<file path="src/sv/crb2d_pkg.sv">
package crb2d_pkg;

  localparam int MAX_ROWS = 16;
  localparam int MAX_COLS = 32;

  localparam int WORD_W     = 32;
  localparam int ROW_W      = (MAX_ROWS > 1) ? $clog2(MAX_ROWS) : 1;
  localparam int SLOT_W     = (MAX_COLS > 1) ? $clog2(MAX_COLS) : 1;
  localparam int ADDR_W     = SLOT_W + ROW_W;
  localparam int RCNT_W     = $clog2(MAX_ROWS + 1);
  localparam int CCNT_W     = $clog2(MAX_COLS + 1);
  localparam int RUN_W      = (RCNT_W > CCNT_W) ? RCNT_W : CCNT_W;
  localparam int CFG_IDX_W  = 4;
  localparam int CFG_DATA_W = 6;

  localparam logic [CFG_IDX_W-1:0] REG_ROW_COUNT    = CFG_IDX_W'(0);
  localparam logic [CFG_IDX_W-1:0] REG_COLUMN_COUNT = CFG_IDX_W'(1);

  localparam logic [2:0] OP_WRITE       = 3'd0;
  localparam logic [2:0] OP_READ_WORD   = 3'd1;
  localparam logic [2:0] OP_ROW_ORDERED = 3'd2;
  localparam logic [2:0] OP_ROW_SLOT    = 3'd3;
  localparam logic [2:0] OP_READ_COLUMN = 3'd4;

  typedef struct packed {
    logic [2:0]        op;
    logic [3:0]        row_index;
    logic [4:0]        age;
    logic [WORD_W-1:0] sample_value;
    logic              column_done;
  } in_t;

  typedef struct packed {
    logic [WORD_W-1:0] read_data;
    logic              last_of_run;
    logic              index_error;
  } out_t;

  typedef struct packed {
    logic clear_step;
    logic accept;
    logic fetch;
    logic push;
    logic advance;
  } ctl_cmd_t;

  typedef struct packed {
    logic new_write;
    logic new_err;
    logic run_last;
    logic clear_last;
    logic out_free;
  } dp_status_t;

  function automatic logic [RCNT_W-1:0] eff_rows_f(input logic [4:0] v);
    logic [RCNT_W-1:0] r;
    if (v == 5'd0) begin
      r = RCNT_W'(1);
    end else if (int'(v) > MAX_ROWS) begin
      r = RCNT_W'(MAX_ROWS);
    end else begin
      r = RCNT_W'(v);
    end
    return r;
  endfunction

  function automatic logic [CCNT_W-1:0] eff_cols_f(input logic [5:0] v);
    logic [CCNT_W-1:0] r;
    if (v == 6'd0) begin
      r = CCNT_W'(1);
    end else if (int'(v) > MAX_COLS) begin
      r = CCNT_W'(MAX_COLS);
    end else begin
      r = CCNT_W'(v);
    end
    return r;
  endfunction

endpackage

</file>
<file path="src/sv/crb2d_ctl.sv">
module crb2d_ctl import crb2d_pkg::*; (
  input  logic       clk,
  input  logic       rst,
  input  logic       in_valid,
  output logic       in_ready,
  input  dp_status_t status,
  output ctl_cmd_t   cmd
);

  typedef enum logic [1:0] {
    S_CLEAR,
    S_IDLE,
    S_FETCH,
    S_PUSH
  } state_t;

  state_t state;
  state_t state_next;

  always_comb begin
    cmd        = '0;
    in_ready   = 1'b0;
    state_next = state;
    unique case (state)
      S_CLEAR: begin
        cmd.clear_step = 1'b1;
        if (status.clear_last) begin
          state_next = S_IDLE;
        end
      end
      S_IDLE: begin
        in_ready   = 1'b1;
        cmd.accept = in_valid;
        if (in_valid && !status.new_write) begin
          state_next = status.new_err ? S_PUSH : S_FETCH;
        end
      end
      S_FETCH: begin
        cmd.fetch  = 1'b1;
        state_next = S_PUSH;
      end
      S_PUSH: begin
        if (status.out_free) begin
          cmd.push = 1'b1;
          if (status.run_last) begin
            state_next = S_IDLE;
          end else begin
            cmd.advance = 1'b1;
            state_next  = S_FETCH;
          end
        end
      end
      default: state_next = S_IDLE;
    endcase
  end

  always_ff @(posedge clk) begin
    if (rst) begin
      state <= S_CLEAR;
    end else begin
      state <= state_next;
    end
  end

endmodule

</file>
<file path="config.mk">
export PLATFORM = sky130hd
export DESIGN_NAME = crb2d_ctl
export DESIGN_NICKNAME = d
export VERILOG_FILES = /design/src/sv/crb2d_pkg.sv /design/src/sv/crb2d_ctl.sv
export SDC_FILE = /design/constraint.sdc
export NUM_CORES = 1
export LEC_CHECK = 0
export ABC_AREA = 1
export BUFFER_PORTS_ARGS = -buffer_cell sky130_fd_sc_hd__buf_4
export CAP_MARGIN = 10
export CORE_AREA = 8 8 45 47
export CTS_BUF_LIST = sky130_fd_sc_hd__clkbuf_8 sky130_fd_sc_hd__clkbuf_16
export CTS_CLUSTER_DIAMETER = 150
export CTS_CLUSTER_SIZE = 30
export DETAILED_ROUTE_END_ITERATION = 8
export DIE_AREA = 0 0 53 55
export GPL_ROUTABILITY_DRIVEN = 0
export GPL_TIMING_DRIVEN = 0
export PLACE_DENSITY = 0.42
export SLEW_MARGIN = 10
export SYNTH_ARGS = -nofsm -noshare
export SYNTH_HDL_FRONTEND = slang
export SYNTH_SLANG_ARGS = --single-unit
export TNS_END_PERCENT = 10
</file>
<file path="constraint.sdc">
create_clock -name clk -period 2.15 [get_ports clk]
set_clock_uncertainty 0.1 [all_clocks]
set_input_delay 0 -clock clk [delete_from_list [all_inputs] [get_ports clk]]
set_output_delay 0 -clock clk [all_outputs]
set_load 0.005 [all_outputs]
</file>
==> flow_metrics.env <==
export IMPL_grt_pass1_wl_um=841
export IMPL_reg_largest_list="state: 2 flops"
export IMPL_dr_wl_met2_um=275
export IMPL_cp_cell_sequence="nand3_1 -> nor2_1 -> buf_4"
export IMPL_coreArea_mm2=0.00138
export IMPL_cts_root_buffer="clkbuf_8"
export IMPL_clock_path_buffers=2
export IMPL_worst_slack_ps=1060
export IMPL_netlist_area_um2=153
export IMPL_rsz0062_at_grt="false"
export IMPL_power_switching_uw=71.8
export IMPL_reg2regPathDepth=4
export IMPL_setup_violations=0
export IMPL_ys_types=12
export IMPL_cts_sinks=2
export IMPL_slew_headroom_pct=84.6
export IMPL_ant_nets=0
export IMPL_chipWidth_um=53
export IMPL_seq_area_frac_synth_pct=26.2
export IMPL_gr_total_overflow=0
export IMPL_start_util_pct=11.0
export IMPL_nets=53
export IMPL_slowest_delay_ps=430
export IMPL_p_leak_nw=0.178
export IMPL_finalHoldViolations=0
export IMPL_top_layer="met3"
export IMPL_reg2reg_slack_ps=1100
export IMPL_num_fill_cells=172
export IMPL_power_frac_clock_pct=52.3
export IMPL_firstDrtPassIters=2
export IMPL_status="finished, final reports clean"
export IMPL_critPathKind="reg -> out"
export IMPL_met3_length_um=61
export IMPL_clk_pin_slew_worst_paths_ps=30
export IMPL_regMostFlops="state"
export IMPL_synth_largest_area_cell="dfxtp_1"
export IMPL_hpwlAfterDp_um=467
export IMPL_vias=211
export IMPL_internal_power_uw=207
export IMPL_p_per_area_mw_per_mm2=866
export IMPL_routedWlPerCell_um=9.22
export IMPL_row_count=14
export IMPL_clk_latency_ps=210
export IMPL_ys_async_sr_fraction_pct=0
export IMPL_synth_top_area_share_pct=26.2
export IMPL_first_global_vias=206
export IMPL_slew_violations=0
export IMPL_cp_start_kind="flip-flop"
export IMPL_cp_max_fo=7
export IMPL_numPortBuffers=13
export IMPL_htreeDepth=1
export IMPL_worstPathArrival_ps=990
export IMPL_layout_drive_gt1_share_pct=41.9
export IMPL_wl_met1_um=206
export IMPL_comb_power_share_pct=27.7
export IMPL_cp_buffers_inverters=1
export IMPL_pin_count=14
export IMPL_largest_register_ffs=2
export IMPL_fmax_ghz=0.917
export IMPL_grtUsageTotal_pct=4.15
export IMPL_end_kind="output port"
export IMPL_synth_warnings=0
export IMPL_viasPerCell=3.58
export IMPL_hold_path_class="in -> reg"
export IMPL_cpLargestDelayFamily="flip-flops"
export IMPL_synth_flop_cell="dfxtp_1"
export IMPL_fin_crit_ps=1090
export IMPL_syn_avg_cell_area_um2=5.87
export IMPL_fin_crit_sh_pct=50.7
export IMPL_cts_tree="done"
export IMPL_synth_nets=34
export IMPL_critical_path_cell_count=3
export IMPL_die_h_um=55
export IMPL_synthTopCellsByArea="dfxtp_1 (26%), inv_1 (12%), nor2_1 (12%)"
export IMPL_netSwitchingFraction_pct=25.8
export IMPL_fin_util_pct=23.2
export IMPL_antenna_found_initial=0
export IMPL_synth_cells=26
export IMPL_tightest_slew_ps=230
export IMPL_holdPathStages=4
export IMPL_ir_drop_v=0.000330
export IMPL_max_cap_violations=0
export IMPL_post_cts_repair_setup_buffers=0
export IMPL_sequentialPowerShare_pct=20.0
export IMPL_wl_um=544
export IMPL_diodes=0
export IMPL_crit_path_top_delay_cell="dfxtp_1"
export IMPL_grt_max_degree=8
export IMPL_cts_made_buffers=3
export IMPL_die_area_mm2=0.00292
export IMPL_ys_ff_latch=2
export IMPL_cp_data_required_time_ps=2050
export IMPL_synth_commonest_cells="inv_1 (5), nor2_1 (5), a21oi_1 (3), nand2_1 (3)"
export IMPL_post_place_ws_ps=1080
export IMPL_setup_tns_ps=0
export IMPL_synth_edf_count=0
export IMPL_drc=0
export IMPL_syn2layout_area_growth_pct=111
export IMPL_drtIter0Drc=5
cell families after synthesis:
| family | after synthesis | share of synthesized area, % |
|---|---|---|
| AOI/OAI and AO/OA | 5 | 19.7 |
| buffers and inverters | 6 | 14.8 |
| DFF | 2 | 26.2 |
| and+or+nand+nor | 13 | 39.4 |
worst register-to-register path: stages (launching register included):
cell	delay, ps
dfxtp_1	430
nand2_1	130
nor2_1	110
a21oi_1	60
a21oi_1	140
worst paths after layout:
kind | to | startpoint
worst min register to register | state[1] | state[1]
worst max register to register | state[0] | state[0]
worst max-delay path | cmd[0] | state[0]
worst min-delay path | state[1] | status[2]
power groups by stage:
stage | Combinational [mW] | Sequential (mW) | Clock [mW]
6_report | 0.0772 | 0.0557 | 0.146
4_1_cts | 0.0795 | 0.0558 | 0.150
5_1_grt | 0.0856 | 0.0584 | 0.161
3_3_place_gp | 0.0776 | 0.0564 | 0
2_1_floorplan | 0.0380 | 0.0537 | 0
3_5_place_dp | 0.0781 | 0.0563 | 0
through the flow:
stage / instances / hold slack (ps) / instance area [µm²] / total power, mW
2_1_floorplan: 26 / -30.9 / 153 / 0.0917
6_report: 59 / 43.0 / 322 / 0.278
4_1_cts: 59 / 43.1 / 322 / 0.285
3_3_place_gp: 55 / 71.7 / 270 / 0.134
5_1_grt: 59 / 66.7 / 322 / 0.305
3_5_place_dp: 55 / 79.6 / 270 / 0.134
final cells by class:
class / instances / area, µm² / share of cell area [%]
clock buffers: 3 / 41.3 / 12.8
well taps: 16 / 20.0 / 6.23
inverters: 6 / 22.5 / 7.00
repair buffers: 14 / 108 / 33.5
multi-input cells: 18 / 90.1 / 28.0
flip-flops and latches: 2 / 40.0 / 12.5
per-layer routing:
layer	track usage, %	up-vias
met2	7.42	8
met4	1.29	0
met5	0	-
li1	-	116
met3	3.74	0
met1	3.18	87
cell usage in the layout (no fill, tap or decap):
cell type | Yosys | final
nand2_1 | 3 | 3
dfxtp_1 | 2 | 2
a21oi_1 | 3 | 3
inv_1 | 5 | 5
a21o_1 | 1 | 1
nor2_1 | 5 | 5
inv_2 | 1 | 1
nand3b_1 | 1 | 1
dlygate4sd3_1 | 0 | 1
clkbuf_8 | 0 | 3
nor2_2 | 1 | 1
nand3_1 | 2 | 2
o21bai_1 | 1 | 1
and3_1 | 1 | 1
buf_4 | 0 | 13
what timing repair did:
| item | in CTS | in global routing |
|---|---|---|
| resized for setup | 0 | 0 |
| hold endpoints to repair | 2 | 0 |
| hold buffers | 1 | 0 |
Note: power is estimated with default switching activity, not from simulation.
